$ cat src/rtl/ssd_ram.sv
// Generic simple dual-port RAM: one write port, one read port, registered read.
// No dependencies.
module ssd_ram #(
    parameter int WIDTH = 8,
    parameter int DEPTH = 16
) (
    input  logic                     clk,
    input  logic                     we,
    input  logic [$clog2(DEPTH)-1:0] waddr,
    input  logic [WIDTH-1:0]         wdata,
    input  logic [$clog2(DEPTH)-1:0] raddr,
    output logic [WIDTH-1:0]         rdata
);

    logic [WIDTH-1:0] mem [DEPTH];

    always_ff @(posedge clk)
    begin
        if (we)
        begin
            mem[waddr] <= wdata;
        end
        rdata <= mem[raddr];
    end

endmodule

$ cat config.mk
export PLATFORM = sky130hd
export DESIGN_NAME = ssd_ram
export DESIGN_NICKNAME = d
export VERILOG_FILES = /design/src/rtl/ssd_ram.sv
export SDC_FILE = /design/constraint.sdc
export NUM_CORES = 1
export LEC_CHECK = 0
export BUFFER_PORTS_ARGS = -buffer_cell sky130_fd_sc_hd__buf_2
export CORE_MARGIN = 2
export CORE_UTILIZATION = 25
export CTS_CLUSTER_DIAMETER = 150
export DETAILED_ROUTE_END_ITERATION = 8
export HOLD_SLACK_MARGIN = 0.02
export PLACE_DENSITY = 0.46
export SLEW_MARGIN = 10
export SYNTH_ARGS = -nofsm -noshare
export SYNTH_HDL_FRONTEND = slang
export SYNTH_SLANG_ARGS = --single-unit
$ cat constraint.sdc
create_clock -name clk -period 2.8 [get_ports clk]
set_input_delay 0.14 -clock clk [delete_from_list [all_inputs] [get_ports clk]]
set_output_delay 0.14 -clock clk [all_outputs]
set_load 0.02 [all_outputs]
==> impl_metrics.csv, run 1 <==
group,metric,value,unit
global_routing,grt.total_usage,0.101,
logic_synthesis,synth.avg_cell_area,22.5,um^2
timing,period_minus_slack,1.41,ns
job,maxCapViolCount,0,
logic_synthesis,yosys_register_bits,136,
pwr,pwr-share-seq,0.507,
logic_synthesis,syn_nets,247,
final_layout,fin_nets,296,
clocking,cts_root_buffer,"sky130_fd_sc_hd__clkbuf_16",
pwr,leakagePower,0.00205,uW
global_routing,grt_antenna_before_repair,1,
clocking,htree_num_levels,4,
clocking,cts-resized-gates,0,
route,detailedRoute.firstPassIterationCount,6,
pwr,power.share.switching,0.197,
final_layout,final_layout_size_suffix_gt1_frac,0.292,
logic_synthesis,seq_area_frac_synth,0.778,
floorplanning,placement_rows,52,
route,via_count,2420,
clocking,cts_tree,"built",
logic_synthesis,yosys_warn_count,0,
worst_setup_path,cp-start-kind,"input port",
floorplanning,initial_core_util,0.254,
timing,slew_viol_final,0,
logic_synthesis,synth_cells,229,
clocking,clk_latency,0.41,ns
pwr,power_per_cell_area,731,nW/um^2
clocking,postCtsSetupBuffers,0,
timing,final-setup-viol-count,0,
route,drc,0,
floorplanning,die_height,147,um
pwr,max-vdd-ir-drop,413,uV
logic_synthesis,synth.lib_cells_used.distinct,19,
timing,worst_slew_pin_slew,0.901,ns
timing,setup_total_negative_slack,0,ns
timing,grt_setup_unrepaired,"no",
run_status,run_status,"finished, final reports clean",
floorplanning,die_w,147,um
clocking,cts.hold.buffers_added,0,
timing,finalHoldViolations,0,
route,wl_per_cell,18.3,um
pwr,power,4530,uW
worst_setup_path,timing_worst_setup_path_type,"input port to flip-flop",
floorplanning,die_area,21800,um^2
worst_setup_path,cp.arrival,1.71,ns
floorplanning,core_area,20200,um^2
global_routing,grt_pass1_wl,15700,um
pwr,comb_power_share,0.048,
logic_synthesis,syn-cell-area,5150,um^2
route,avgViaCountPerCell,4.31,
pwr,power.switching,891,uW
worst_setup_path,cp_data_required_time,3.09,ns
placed_design,detailed_placer_s_ending_hpwl,6750,um
worst_setup_path,ff2ff_setup_slack,1.47,ns
global_routing,grt_residual_overflow,0,
clocking,clock_sink_count,136,
final_layout,areaGrowthSynthToFinish,20.4,%
pwr,p_int,3640,uW
clocking,clk_pin_slew_worst_paths,0.05,ns
placed_design,place.gp.congestion,0.680,
timing,final.period_utilization,0.505,
global_routing,maximum_number_of_pins_on_one_net_before_global_route_repair,30,
pwr,p_clk_frac,0.445,
placed_design,place.port_buffers,25,
global_routing,vias_in_the_first_global_route,2609,
floorplanning,pin_count,26,
timing,worst_rel_slew_slack,0.397,
worst_setup_path,cp-end-kind,"flip-flop",
worst_setup_path,timing.critical_path.fanout_max,15,
route,wl,10300,um
timing,fin_skew,0.00490,ns
clocking,numCtsBuffers,17,
hold_path,type_of_the_tightest_min_delay_check,"input port to flip-flop",
timing,clock.fmax,0.707,GHz
route,ant_nets,0,
clocking,clock_tree.buffer_depth,2,
route,dr.first_iter.drc_count,270,
==> worst max-delay path, cell delays in order <==
cell	delay, ns
sky130_fd_sc_hd__buf_2	0.41
sky130_fd_sc_hd__buf_12	0.24
sky130_fd_sc_hd__mux4_1	0.57
sky130_fd_sc_hd__a22oi_1	0.24
sky130_fd_sc_hd__nand2_1	0.07
==> cell type report <==
class                           count  area, um^2
Timing Repair Buffer               40         250
Tap cell                          270         338
Clock buffer                       29         531
Fill cell                        1943       14000
Multi-Input combinational cell     83        1060
Clock inverter                      3        15.0
Sequential cell                   136        4000
Antenna cell                        1        2.50
==> metal layers <==
metal	share of wire	global-route usage
met5	0	0
met4	0.012	0.0389
met3	0.063	0.0349
met2	0.46	0.149
met1	0.46	0.137
==> sequential cells by signal, indices dropped and copies added (netlist names) <==
signal and count:
mem 128, rdata 8
==> power groups by stage <==
stage / combinational, uW / clock [uW] / sequential, uW
detailed placement: 226 / 0 / 2340
global placement: 225 / 0 / 2330
finish: 219 / 2010 / 2290
global route: 240 / 2150 / 2300
floorplan: 116 / 0 / 2340
CTS: 226 / 2050 / 2290
==> cell usage after synthesis <==
cell type                         number  area (um^2)
sky130_fd_sc_hd__nand3b_1              2         15.0
sky130_fd_sc_hd__clkdlybuf4s25_2       3         30.0
sky130_fd_sc_hd__nor2_1               13         48.8
sky130_fd_sc_hd__buf_2                 3         15.0
sky130_fd_sc_hd__nand2b_1              2         12.5
sky130_fd_sc_hd__buf_4                 1         7.51
sky130_fd_sc_hd__nor2b_1               1         6.26
sky130_fd_sc_hd__nand2_1               9         33.8
sky130_fd_sc_hd__a22oi_1              16          120
sky130_fd_sc_hd__and2_1                1         6.26
sky130_fd_sc_hd__nor3_1                4         20.0
sky130_fd_sc_hd__and2b_1               1         7.51
sky130_fd_sc_hd__or3b_2                1         8.76
sky130_fd_sc_hd__edfxtp_1            128         3840
sky130_fd_sc_hd__dfxtp_1               8          160
sky130_fd_sc_hd__buf_6                 3         33.8
sky130_fd_sc_hd__nand3_1               1         5.00
sky130_fd_sc_hd__mux4_2               18          405
sky130_fd_sc_hd__mux4_1               14          368
==> path summary, 6_finish.rpt <==
kind                    from         to  depth (start not counted)
setup / recovery    raddr[0]   rdata[1]                          5
hold / removal      wdata[3]  mem[1][3]                          1
setup reg to reg   mem[9][4]   rdata[4]                          3
hold reg to reg   mem[14][0]   rdata[0]                          3
==> logic make-up (layout without fill, tap and decap cells) <==
logic type	Yosys count	in the layout	share of synthesized area
DFF	136	136	0.778
AOI/OAI and AO/OA	16	16	0.0233
other	0	1	0
buffers and inverters	10	72	0.0168
and+or+nand+nor	35	35	0.0318
muxes	32	32	0.150
==> cells in the final DEF (no fill, tap or decap) <==
master	count
sky130_fd_sc_hd__edfxtp_1	128
sky130_fd_sc_hd__buf_2	25
sky130_fd_sc_hd__mux4_2	18
sky130_fd_sc_hd__clkbuf_16	17
sky130_fd_sc_hd__a22oi_1	16
sky130_fd_sc_hd__mux4_1	14
sky130_fd_sc_hd__buf_4	14
sky130_fd_sc_hd__nor2_1	13
sky130_fd_sc_hd__nand2_1	9
sky130_fd_sc_hd__dfxtp_1	8
sky130_fd_sc_hd__clkbuf_1	6
sky130_fd_sc_hd__clkbuf_8	6
sky130_fd_sc_hd__nor3_1	4
sky130_fd_sc_hd__clkinv_2	3
sky130_fd_sc_hd__nand3b_1	2
sky130_fd_sc_hd__nand2b_1	2
sky130_fd_sc_hd__diode_2	1
sky130_fd_sc_hd__nor2b_1	1
sky130_fd_sc_hd__and2_1	1
sky130_fd_sc_hd__and2b_1	1
sky130_fd_sc_hd__nand3_1	1
sky130_fd_sc_hd__or3b_2	1
sky130_fd_sc_hd__buf_12	1
==> per-stage QoR <==
stage / setup WS (ns) / cell area, um^2 / cells / hold WS (ns) / utilization
finish: 1.39 / 6200 / 562 / 0.121 / 0.306
global route: 1.27 / 6190 / 561 / 0.113 / 0.306
CTS: 1.35 / 6190 / 561 / 0.106 / 0.306
detailed placement: 0.909 / 5650 / 529 / 0.547 / 0.279
global placement: 0.866 / 5650 / 529 / 0.535 / 0.279
floorplan: 1.17 / 5150 / 229 / 0.239 / -
No activity file was read; power rests on OpenSTA's default activity.
==> inputs of run 2 (changes only) <==
- clock period: 2.8 -> 1.4 ns (I/O delays scaled with it)
==> impl_metrics.csv, run 2 (synthesis results as in run 1) <==
group,metric,value,unit
worst_setup_path,cp_data_required_time,1.69,ns
clocking,cts_tree,"built",
placed_design,post-place-ws,-0.117,ns
clocking,htree_num_levels,4,
final_layout,most-common-layout-cells,"sky130_fd_sc_hd__edfxtp_1 (128), sky130_fd_sc_hd__buf_2 (25), sky130_fd_sc_hd__buf_4 (24)",
timing,worst_rel_slew_slack,0.323,
timing,slew_viol_final,0,
floorplanning,die_w,147,um
route,ant_nets,0,
floorplanning,core_area,20200,um^2
clocking,clock_tree.buffer_depth,2,
final_layout,regMostFlops,"mem",
clocking,cts.hold.buffers_added,0,
timing,worst_slack,0.0308,ns
worst_setup_path,timing.critical_path.fanout_max,1,
floorplanning,pin_count,26,
placed_design,place.gp.congestion,0.703,
timing,period_minus_slack,1.37,ns
final_layout,multi_input_comb_area,1090,um^2
global_routing,grt_residual_overflow,0,
global_routing,grt_pass1_wl,16400,um
timing,clock.fmax,0.730,GHz
timing,grt_setup_unrepaired,"yes",
job,maxCapViolCount,0,
timing,worst_slew_pin_slew,1.01,ns
final_layout,fillers,1925,
clocking,numCtsBuffers,17,
pwr,leakagePower,0.00215,uW
worst_setup_path,cp.arrival,1.66,ns
final_layout,mostFrequentLayoutCell,"sky130_fd_sc_hd__edfxtp_1",
final_layout,largest_register_ffs,128,
final_layout,final_layout_size_suffix_gt1_frac,0.363,
global_routing,vias_in_the_first_global_route,2654,
global_routing,grt_antenna_before_repair,0,
final_layout,sequential_cell_area,4000,um^2
placed_design,place.port_buffers,25,
floorplanning,die_height,147,um
timing,setup_total_negative_slack,0,ns
floorplanning,die_area,21800,um^2
final_layout,largestRegisters,"mem: 128 flops, rdata: 8 flops",
clocking,clk_latency,0.41,ns
hold_path,type_of_the_tightest_min_delay_check,"input port to flip-flop",
route,drc,0,
pwr,power,9410,uW
route,detailedRoute.firstPassIterationCount,4,
final_layout,areaGrowthSynthToFinish,25.2,%
clocking,clk_pin_slew_worst_paths,0.06,ns
clocking,cts_root_buffer,"sky130_fd_sc_hd__clkbuf_16",
pwr,power_per_cell_area,1460,nW/um^2
worst_setup_path,timing_worst_setup_path_type,"flip-flop to flip-flop",
worst_setup_path,cp-start-kind,"flip-flop",
timing,final-setup-viol-count,0,
global_routing,maximum_number_of_pins_on_one_net_before_global_route_repair,27,
pwr,max-vdd-ir-drop,802,uV
run_status,run_status,"finished, final reports clean",
route,wl,11100,um
timing,fin_skew,0.00754,ns
route,wl_per_cell,19.2,um
floorplanning,initial_core_util,0.254,
final_layout,fin_nets,311,
clocking,clock_sink_count,136,
route,avgViaCountPerCell,4.30,
route,via_count,2478,
route,dr.first_iter.drc_count,202,
timing,finalHoldViolations,0,
timing,final.period_utilization,0.978,
global_routing,grt.total_usage,0.109,
placed_design,detailed_placer_s_ending_hpwl,7030,um
final_layout,antenna_cells_inserted,0,
floorplanning,placement_rows,52,
worst_setup_path,cp-end-kind,"flip-flop",
==> run 2: final timing paths <==
| check | to | depth (start not counted) | slack (ns) | start |
|---|---|---|---|---|
| setup / recovery | rdata[1] | 3 | 0.03 | mem[1][1] |
| hold / removal | mem[6][5] | 1 | 0.05 | wdata[5] |
| setup reg to reg | rdata[1] | 3 | 0.03 | mem[1][1] |
| hold reg to reg | rdata[2] | 3 | 0.66 | mem[14][2] |
==> run 2: layout make-up <==
| class | count | area share |
|---|---|---|
| clock buffers | 21 | 0.0714 |
| clock inverters | 11 | 0.0192 |
| multi-input cells | 83 | 0.170 |
| flip-flops and latches | 136 | 0.621 |
| well taps | 270 | 0.0524 |
| repair buffers | 55 | 0.0660 |
==> run 2: worst max-delay path, cell delays in order (launching register included) <==
cell and delay, ns:
sky130_fd_sc_hd__edfxtp_1 0.35, sky130_fd_sc_hd__mux4_1 0.54, sky130_fd_sc_hd__a22oi_2 0.29, sky130_fd_sc_hd__nand2_1 0.08
==> run 2: report_power, final <==
group	switching (uW)	internal (uW)
Combinational	294	224
Sequential	23.8	4550
Clock	1610	2710
Total	1930	7480
==> run 2: routing by layer <==
layer  global-route usage  part of all wire  vias to the layer above
li1                     -                 -                     1102
met1                0.138              0.45                     1316
met2                0.176              0.50                       52
met3               0.0349             0.041                        8
met4               0.0428             0.010                        0
met5                    0                 0                        -
==> run 2: timing repair <==
item | CTS | global route
endpoints found under the hold margin | 0 | 0
cloned | 0 | 0
setup buffers | 0 | 0
pin swaps | 0 | 1
setup endpoints to repair | 1 | 6
resized for setup | 1 | 6
==> run 2: per-stage QoR <==
stage	cells	utilization	hold WS, ns	area [um^2]
finish	576	0.319	0.0496	6450
CTS	576	0.317	0.0257	6420
global route	576	0.319	0.0368	6450
floorplan	229	-	0.169	5150
global placement	544	0.288	0.461	5830
detailed placement	544	0.288	0.469	5830
