==> config.mk <==
export PLATFORM = sky130hd
export DESIGN_NAME = ssd_ctrl
export DESIGN_NICKNAME = d
export VERILOG_FILES = /design/src/rtl/ssd_pkg.sv /design/src/rtl/ssd_ctrl.sv
export SDC_FILE = /design/constraint.sdc
export NUM_CORES = 1
export LEC_CHECK = 0
export BUFFER_PORTS_ARGS = -buffer_cell sky130_fd_sc_hd__buf_4
export CAP_MARGIN = 40
export CORE_MARGIN = 2
export CORE_UTILIZATION = 55
export CTS_CLUSTER_DIAMETER = 60
export DETAILED_ROUTE_END_ITERATION = 16
export PLACE_DENSITY = 0.85
export SLEW_MARGIN = 10
export SYNTH_ARGS = -nofsm -noshare
export SYNTH_HDL_FRONTEND = slang
export SYNTH_SLANG_ARGS = --single-unit
==> constraint.sdc <==
create_clock -name clk -period 4.8 [get_ports clk]
set_input_delay 0.72 -clock clk [delete_from_list [all_inputs] [get_ports clk]]
set_output_delay 0.72 -clock clk [all_outputs]
set_load 0.02 [all_outputs]
==> src/rtl/ssd_pkg.sv <==
// Package for the sparse set with swap-delete: widths, codes, word types and
// the memory port structs shared by the controller and the top level.
// No dependencies.
package ssd_pkg;

    localparam int KEY_SPACE = 4096;
    localparam int KEY_W     = 12;
    localparam int CNT_W     = 13;
    localparam int ROK_W     = KEY_W + 1;

    localparam logic [CNT_W-1:0] KEY_SPACE_C = CNT_W'(KEY_SPACE);

    localparam logic FUNC_SET   = 1'b0;
    localparam logic FUNC_FETCH = 1'b1;

    localparam logic [1:0] ACT_NONE   = 2'd0;
    localparam logic [1:0] ACT_APPEND = 2'd1;
    localparam logic [1:0] ACT_REMOVE = 2'd2;

    typedef struct packed {
        logic             func;
        logic [KEY_W-1:0] key;
        logic             want_active;
        logic [KEY_W-1:0] row;
    } req_t;

    typedef struct packed {
        logic [KEY_W-1:0] fetched_key;
        logic             fetch_ok;
        logic [1:0]       action;
        logic [CNT_W-1:0] member_count;
    } rsp_t;

    // Port of the key-to-row memory: {member flag, row} per key.
    typedef struct packed {
        logic             we;
        logic [KEY_W-1:0] waddr;
        logic [ROK_W-1:0] wdata;
        logic [KEY_W-1:0] raddr;
    } rok_port_t;

    // Port of the row-to-key memory.
    typedef struct packed {
        logic             we;
        logic [KEY_W-1:0] waddr;
        logic [KEY_W-1:0] wdata;
        logic [KEY_W-1:0] raddr;
    } kar_port_t;

endpackage

==> src/rtl/ssd_ctrl.sv <==
// Sequencer for the sparse set: clearing pass, read of both memories, then
// the append or swap-delete write-back and the result register.
// Depends on ssd_pkg.
module ssd_ctrl
    import ssd_pkg::*;
(
    input  logic             clk,
    input  logic             rst_n,
    input  logic             req_valid,
    output logic             req_stall,
    input  req_t             req,
    output logic             rsp_valid,
    input  logic             rsp_stall,
    output rsp_t             rsp,
    output rok_port_t        rok_port,
    input  logic [ROK_W-1:0] rok_rdata,
    output kar_port_t        kar_port,
    input  logic [KEY_W-1:0] kar_rdata
);

    typedef enum logic [1:0] {
        ST_CLEAR,
        ST_IDLE,
        ST_EXEC,
        ST_DROP
    } state_t;

    state_t           state_reg, state_next;
    logic [KEY_W-1:0] clr_reg, clr_next;
    logic [CNT_W-1:0] count_reg, count_next;
    req_t             item_reg, item_next;
    rsp_t             rsp_reg, rsp_next;
    logic             rsp_valid_reg, rsp_valid_next;

    req_t             cur;
    logic             accept;
    logic             out_free;
    logic [KEY_W-1:0] last_row;
    logic             flag;
    logic [KEY_W-1:0] hole;
    logic             row_ok;
    logic             do_add;
    logic             do_rem;

    assign req_stall = (state_reg != ST_IDLE);
    assign accept    = req_valid && !req_stall;
    assign out_free  = !rsp_valid_reg || !rsp_stall;
    assign rsp_valid = rsp_valid_reg;
    assign rsp       = rsp_reg;

    // The read addresses come straight from the word while idle and from
    // the held word afterwards, so the read data stays put while waiting.
    assign cur      = (state_reg == ST_IDLE) ? req : item_reg;
    assign last_row = KEY_W'(count_reg - CNT_W'(1));

    assign flag   = rok_rdata[KEY_W];
    assign hole   = rok_rdata[KEY_W-1:0];
    assign row_ok = ({1'b0, item_reg.row} < count_reg);
    assign do_add = (item_reg.func == FUNC_SET) && item_reg.want_active && !flag
                    && (count_reg < KEY_SPACE_C);
    assign do_rem = (item_reg.func == FUNC_SET) && !item_reg.want_active && flag
                    && (count_reg != '0);

    always_comb
    begin
        state_next     = state_reg;
        clr_next       = clr_reg;
        count_next     = count_reg;
        item_next      = item_reg;
        rsp_next       = rsp_reg;
        rsp_valid_next = rsp_valid_reg && rsp_stall;

        rok_port       = '0;
        rok_port.raddr = cur.key;
        kar_port       = '0;
        kar_port.raddr = (cur.func == FUNC_FETCH) ? cur.row : last_row;

        case (state_reg)
            ST_CLEAR:
            begin
                rok_port.we    = 1'b1;
                rok_port.waddr = clr_reg;
                clr_next       = clr_reg + KEY_W'(1);
                if (clr_reg == '1)
                begin
                    state_next = ST_IDLE;
                end
            end
            ST_IDLE:
            begin
                if (accept)
                begin
                    item_next  = req;
                    state_next = ST_EXEC;
                end
            end
            ST_EXEC:
            begin
                if (out_free)
                begin
                    rsp_next              = '0;
                    rsp_next.member_count = count_reg;
                    if (item_reg.func == FUNC_FETCH)
                    begin
                        rsp_next.fetch_ok    = row_ok;
                        rsp_next.fetched_key = row_ok ? kar_rdata : '0;
                    end
                    else if (do_add)
                    begin
                        rok_port.we           = 1'b1;
                        rok_port.waddr        = item_reg.key;
                        rok_port.wdata        = {1'b1, count_reg[KEY_W-1:0]};
                        kar_port.we           = 1'b1;
                        kar_port.waddr        = count_reg[KEY_W-1:0];
                        kar_port.wdata        = item_reg.key;
                        count_next            = count_reg + CNT_W'(1);
                        rsp_next.action       = ACT_APPEND;
                        rsp_next.member_count = count_reg + CNT_W'(1);
                    end
                    else if (do_rem)
                    begin
                        // The last key moves into the hole and learns its new row.
                        kar_port.we           = 1'b1;
                        kar_port.waddr        = hole;
                        kar_port.wdata        = kar_rdata;
                        rok_port.we           = 1'b1;
                        rok_port.waddr        = kar_rdata;
                        rok_port.wdata        = {1'b1, hole};
                        count_next            = count_reg - CNT_W'(1);
                        rsp_next.action       = ACT_REMOVE;
                        rsp_next.member_count = count_reg - CNT_W'(1);
                    end
                    rsp_valid_next = 1'b1;
                    state_next     = do_rem ? ST_DROP : ST_IDLE;
                end
            end
            ST_DROP:
            begin
                // Clear the flag of the removed key; this comes after the move
                // so that removing the last row still leaves the key absent.
                rok_port.we    = 1'b1;
                rok_port.waddr = item_reg.key;
                state_next     = ST_IDLE;
            end
            default:
            begin
                state_next = ST_IDLE;
            end
        endcase
    end

    always_ff @(posedge clk or negedge rst_n)
    begin
        if (!rst_n)
        begin
            state_reg     <= ST_CLEAR;
            clr_reg       <= '0;
            count_reg     <= '0;
            rsp_valid_reg <= 1'b0;
            item_reg      <= '0;
            rsp_reg       <= '0;
        end
        else
        begin
            state_reg     <= state_next;
            clr_reg       <= clr_next;
            count_reg     <= count_next;
            rsp_valid_reg <= rsp_valid_next;
            item_reg      <= item_next;
            rsp_reg       <= rsp_next;
        end
    end

endmodule

==> metrics.yaml, run 1 <==
clock_tree:
  htreeDepth: 3
  post_cts_buffers: 0
  ctsHoldBuffers: 0
  cts_tree: "built"
  path_clk_slew_ns: 0.10
  worstSkewPairLatency_ns: 0.36
  cts_root_buf: "clkbuf_8"
  cts_buffers: 9
  clock-sinks: 82
  postCtsResizedCells: 0
  clockBufferDepth: 2
place:
  dp_hpwl_mm: 12.6
  gp_congestion: 0.940
  dpl_cell_area_um2: 6540
  portBuffers: 159
routing:
  drtAntennaViolNets: 0
  routed_wl_mm: 16.7
  route.detailed.wl_per_inst_um: 20.4
  remaining_drc_errors: 0
  vias: 4954
  drt_first_pass_iters: 5
  drt_iter0_drc: 384
  routed_via_density: 6.06
synthesis:
  syn_avg_cell_area_um2: 9.61
  synthesis.nets: 626
  synth-edff-count: 0
  syn_inst: 552
  yosysMostFrequentCell: "dfrtp_1"
  synth_common_cells: "82 x dfrtp_1, 42 x nand2_1, 40 x mux2_2"
  async_reset_ff_share_pct: 100
  synth_area_um2: 5310
  yosys.area.top_type: "dfrtp_1"
  yosys.cell_types.count: 52
  synth.area.top_cells: "dfrtp_1 39%, mux2_2 8.5%, xnor2_1 6.1%"
  yosysSeqAreaShare_pct: 38.7
  ys.flop_type: "dfrtp_1"
  ys_ff_latch: 82
  synth_warnings: 0
  netlist.area_leader.share_pct: 38.7
layout:
  fin_nets: 758
  fin_area_um2: 6720
  area_growth_pct: 26.7
  drive_gt1_share_pct: 36.1
  largest_reg_flops: 28
  diodes: 0
sta:
  slew_viol_final: 0
  hold_violations: 0
  max_freq_mhz: 258
  tightest_slew_ns: 0.902
  finalSetupViolations: 0
  slew_headroom_pct: 39.8
  min_period_over_period_pct: 80.6
  rsz0062_at_grt: "no"
  tns_ns: 0
  fin_crit_ns: 3.87
  finClkSkew_ns: 0.0158
run_status:
  status: "finished clean"
global_route:
  grt_usage_pct: 32.1
  antenna_found_initial: 0
  grt_max_degree: 44
  gr-total-overflow: 0
  grt_pass1_vias: 4596
  grt_pass1_wl_mm: 25.7
setup_path:
  path_max_fanout: 13
  required_ns: 4.08
  crit_path_start_kind: "flip-flop"
  crit_path_end_kind: "output pin"
  crit_chain: "inv_1, ha_1, nor3b_1, nand4_1, a31oi_1, buf_4, inv_1, buf_4"
  timing.rr.start: "count_reg[0]$_DFFE_PN0P_"
  cp_slowest_stage_delay_ns: 0.47
  slowest_stage: "dfrtp_1"
  crit_type: "flip-flop to output pin"
  worstPathArrival_ns: 3.15
  startpoint: "count_reg[0]$_DFFE_PN0P_"
floorplanning:
  die_x_um: 102
  dieHeight_um: 102
  rows: 35
  die_area_um2: 10400
  io-pin-count: 160
  start_util_pct: 57.1
  core_um2: 9280
pwr:
  leakagePower_uw: 0.00313
  ir_drop_v: 0.000574
  powerDensity_nw_per_um2: 598
flow_run:
  maxCapViolCount: 0
min_path:
  hold_class: "input port to async pin"
## critical path: cells and delay by family (launching register included)
| kind | cells | cell delay, ns |
|---|---|---|
| compound gates | 1 | 0.43 |
| fa+ha+maj | 1 | 0.25 |
| buf+inv | 4 | 0.84 |
| flops | 1 | 0.47 |
| simple gates | 2 | 0.79 |
## layout make-up
class                   instances  area [µm²]
fillers                       730        2560
flip-flops and latches         82        2050
multi-input cells             390        2910
inverters                      29         109
repair buffers                172        1310
well taps                     129         161
clock inverters                 7        58.8
clock buffers                   9         124
## layout by cell type, fill, tap and decap left out, types with 20 or more instances in the layout
cell / Yosys / final
nor2_1: 25 / 23
dfrtp_1: 82 / 82
buf_4: 13 / 170
mux2_2: 40 / 40
o21ai_0: 34 / 34
nand2_1: 42 / 42
a22o_1: 34 / 34
inv_1: 26 / 26
a21oi_1: 20 / 20
xnor2_1: 37 / 37
## per-stage QoR
step                util (%)  setup WS, ns  cells  total power [µW]  hold WS, ns
floorplan                  -          1.52    552              2630        0.424
global placement        69.9          1.56    798              3440        0.462
detailed placement      70.4          1.42    802              3510        0.471
CTS                     72.4          1.01    818              4010        0.329
global route            72.4         0.842    818              4250        0.353
finish                  72.4         0.929    818              4020        0.316
## power breakdown
part	leakage, µW	internal [µW]	switching, µW
logic	0.00204	1040	1270
registers	0.000991	951	275
clock network	0.0000929	198	292
total	0.00313	2190	1830
## metal layers
metal  wire [µm]  up-vias  global-route usage [%]
met4         251        0                    8.21
met1        7290     2422                    48.6
li1            -     2256                       -
met5           0        -                       0
met3        1380       22                    4.38
met2        7770      254                    48.6
## path summary, 6_finish.rpt
path | slack (ns) | to | depth (start not counted)
max | 0.93 | rok_port[24] | 8
min | 0.32 | item_reg[5]$_DFFE_PN0P_ | 1
max in group asynchronous | 3.86 | rsp[1]$_DFFE_PN0P_ | 2
max reg2reg | 1.80 | count_reg[12]$_DFFE_PN0P_ | 9
min reg2reg | 0.49 | rsp[0]$_DFFE_PN0P_ | 2
min in group clk | 0.49 | rsp[0]$_DFFE_PN0P_ | 2
## logic make-up (layout without fill, tap and decap cells)
family / after synthesis / count (layout) / synth area share, %
fa+ha+maj: 19 / 19 / 4.48
xor+xnor: 39 / 39 / 6.44
simple gates: 127 / 127 / 12.2
flops: 82 / 82 / 38.7
mux: 51 / 51 / 10.6
compound gates: 154 / 154 / 20.9
buf+inv: 80 / 217 / 6.77
No activity file was read; power rests on OpenSTA's default activity.
==> run 2, diff against run 1 <==
- CORE_UTILIZATION: 55 -> 47
- PLACE_DENSITY: 0.85 -> 0.77
- clock period: 4.8 -> 3.5 ns (I/O delays scaled with it)
==> metrics.yaml, run 2 (same netlist as run 1, synthesis figures left out) <==
min_path:
  hold_class: "input port to async pin"
place:
  portBuffers: 159
  gp_congestion: 0.933
  dp_hpwl_mm: 12.9
clock_tree:
  htreeDepth: 3
  cts_buffers: 9
  worstSkewPairLatency_ns: 0.34
  path_clk_slew_ns: 0.06
  clockBufferDepth: 2
  post_cts_buffers: 0
  ctsHoldBuffers: 0
  cts_root_buf: "clkbuf_16"
  postCtsResizedCells: 0
  cts_tree: "built"
  clock-sinks: 82
sta:
  rsz0062_at_grt: "no"
  slew_viol_final: 0
  finalSetupViolations: 0
  max_freq_mhz: 298
  finClkSkew_ns: 0.00948
  hold_violations: 0
  tns_ns: 0
  min_period_over_period_pct: 95.8
  tightest_slew_ns: 0.795
  slew_headroom_pct: 46.9
  fin_crit_ns: 3.35
pwr:
  ir_drop_v: 0.000576
  powerDensity_nw_per_um2: 842
  leakagePower_uw: 0.00322
global_route:
  gr-total-overflow: 0
  grt_pass1_wl_mm: 25.6
  grt_pass1_vias: 4653
  grt_usage_pct: 28.0
  grt_max_degree: 52
  antenna_found_initial: 0
layout:
  fillCellCount: 939
  fin_nets: 767
  largest_reg_flops: 28
  seqCellArea_um2: 2050
  drive_gt1_share_pct: 36.8
  multi_input_area_um2: 2910
  diodes: 0
  fin_util_pct: 63.3
  final_common_cell: "buf_4"
  area_growth_pct: 30.5
  final_cell_mix: "180 x buf_4, 82 x dfrtp_1, 42 x nand2_1"
routing:
  remaining_drc_errors: 0
  route.detailed.wl_per_inst_um: 20.1
  drt_first_pass_iters: 5
  drt_iter0_drc: 441
  drtAntennaViolNets: 0
  vias: 4921
  routed_via_density: 5.87
  routed_wl_mm: 16.8
flow_run:
  maxCapViolCount: 0
setup_path:
  critPathCapture: "rok_port[36]"
  startpoint: "count_reg[1]$_DFFE_PN0P_"
  timing.rr.start: "count_reg[12]$_DFFE_PN0P_"
  slowest_stage: "dfrtp_1"
  r2r_slack_ns: 0.86
  crit_type: "flip-flop to output pin"
  crit_path_end_kind: "output pin"
  worstPathArrival_ns: 2.83
  required_ns: 2.97
  crit_chain: "inv_1, ha_1, nor3b_1, and4_1, nor2_2, buf_4, a22o_1, o21ba_2, buf_4"
  rr_worst_depth: 5
  path_max_fanout: 13
  crit_top_cell: "buf_4"
  crit_path_start_kind: "flip-flop"
  reg2reg_to: "rsp[9]$_DFFE_PN0P_"
  cp_slowest_stage_delay_ns: 0.44
floorplanning:
  die_area_um2: 12200
  start_util_pct: 48.5
  core_um2: 10900
  io-pin-count: 160
  rows: 38
  dieHeight_um: 110
  die_x_um: 110
run_status:
  status: "finished clean"
-- run 2: cell count changes in the layout (fill, tap and decap cells not counted), moves of 2 or more --
| cell | previous run | this run |
|---|---|---|
| clkbuf_8 | 9 | 1 |
| clkbuf_16 | 0 | 9 |
| buf_4 | 170 | 180 |
| clkinvlp_4 | 1 | 3 |
| inv_6 | 4 | 1 |
-- run 2: where the power goes --
group | total (µW) | internal [µW] | switching, µW
clock network | 975 | 575 | 400
registers | 1670 | 1310 | 361
logic | 3180 | 1430 | 1750
-- run 2: how the worst min path moves through the flow --
stage	endpoint	cells past startpoint
6_report	count_reg[3]$_DFFE_PN0P_	1
5_1_grt	count_reg[7]$_DFFE_PN0P_	1
4_1_cts	count_reg[7]$_DFFE_PN0P_	1
3_5_place_dp	rsp[14]$_DFFE_PN0P_	1
3_3_place_gp	rsp[14]$_DFFE_PN0P_	1
2_1_floorplan	clr_reg[0]$_DFFE_PN0N_	0
-- run 2: cell type report --
class | count | share of cell area (%)
multi-input cells | 390 | 42.0
flip-flops and latches | 82 | 29.6
repair buffers | 181 | 19.9
clock buffers | 11 | 3.51
well taps | 140 | 2.53
inverters | 29 | 1.57
clock inverters | 5 | 0.885
-- run 2: critical path: cells and delay by family, from the launching register on --
family	cells	cell delay (ns)
simple gates	3	0.74
buf+inv	3	0.54
compound gates	2	0.50
flops	1	0.44
fa+ha+maj	1	0.26
-- run 2: metal layers --
metal  share of wire [%]  vias to the layer above  track usage, %  wire, µm
met4                 2.5                        0            10.7       412
met1                  46                     2401            42.4      7690
met5                   0                        -               0         0
met2                  46                      209            41.2      7680
met3                 6.1                       28            2.82      1030
li1                    -                     2283               -         -
-- run 2: stage by stage --
| stage | cells | power [µW] | area (µm²) | setup slack [ns] | hold slack [ns] |
|---|---|---|---|---|---|
| after floorplan | 552 | 3600 | 5310 | 0.470 | 0.229 |
| after global placement | 820 | 4770 | 6590 | 0.682 | 0.462 |
| after detailed placement | 822 | 4850 | 6620 | 0.597 | 0.473 |
| after CTS | 838 | 5820 | 6920 | 0.232 | 0.152 |
| after global routing | 838 | 6140 | 6920 | 0.0602 | 0.171 |
| final | 838 | 5830 | 6920 | 0.147 | 0.136 |
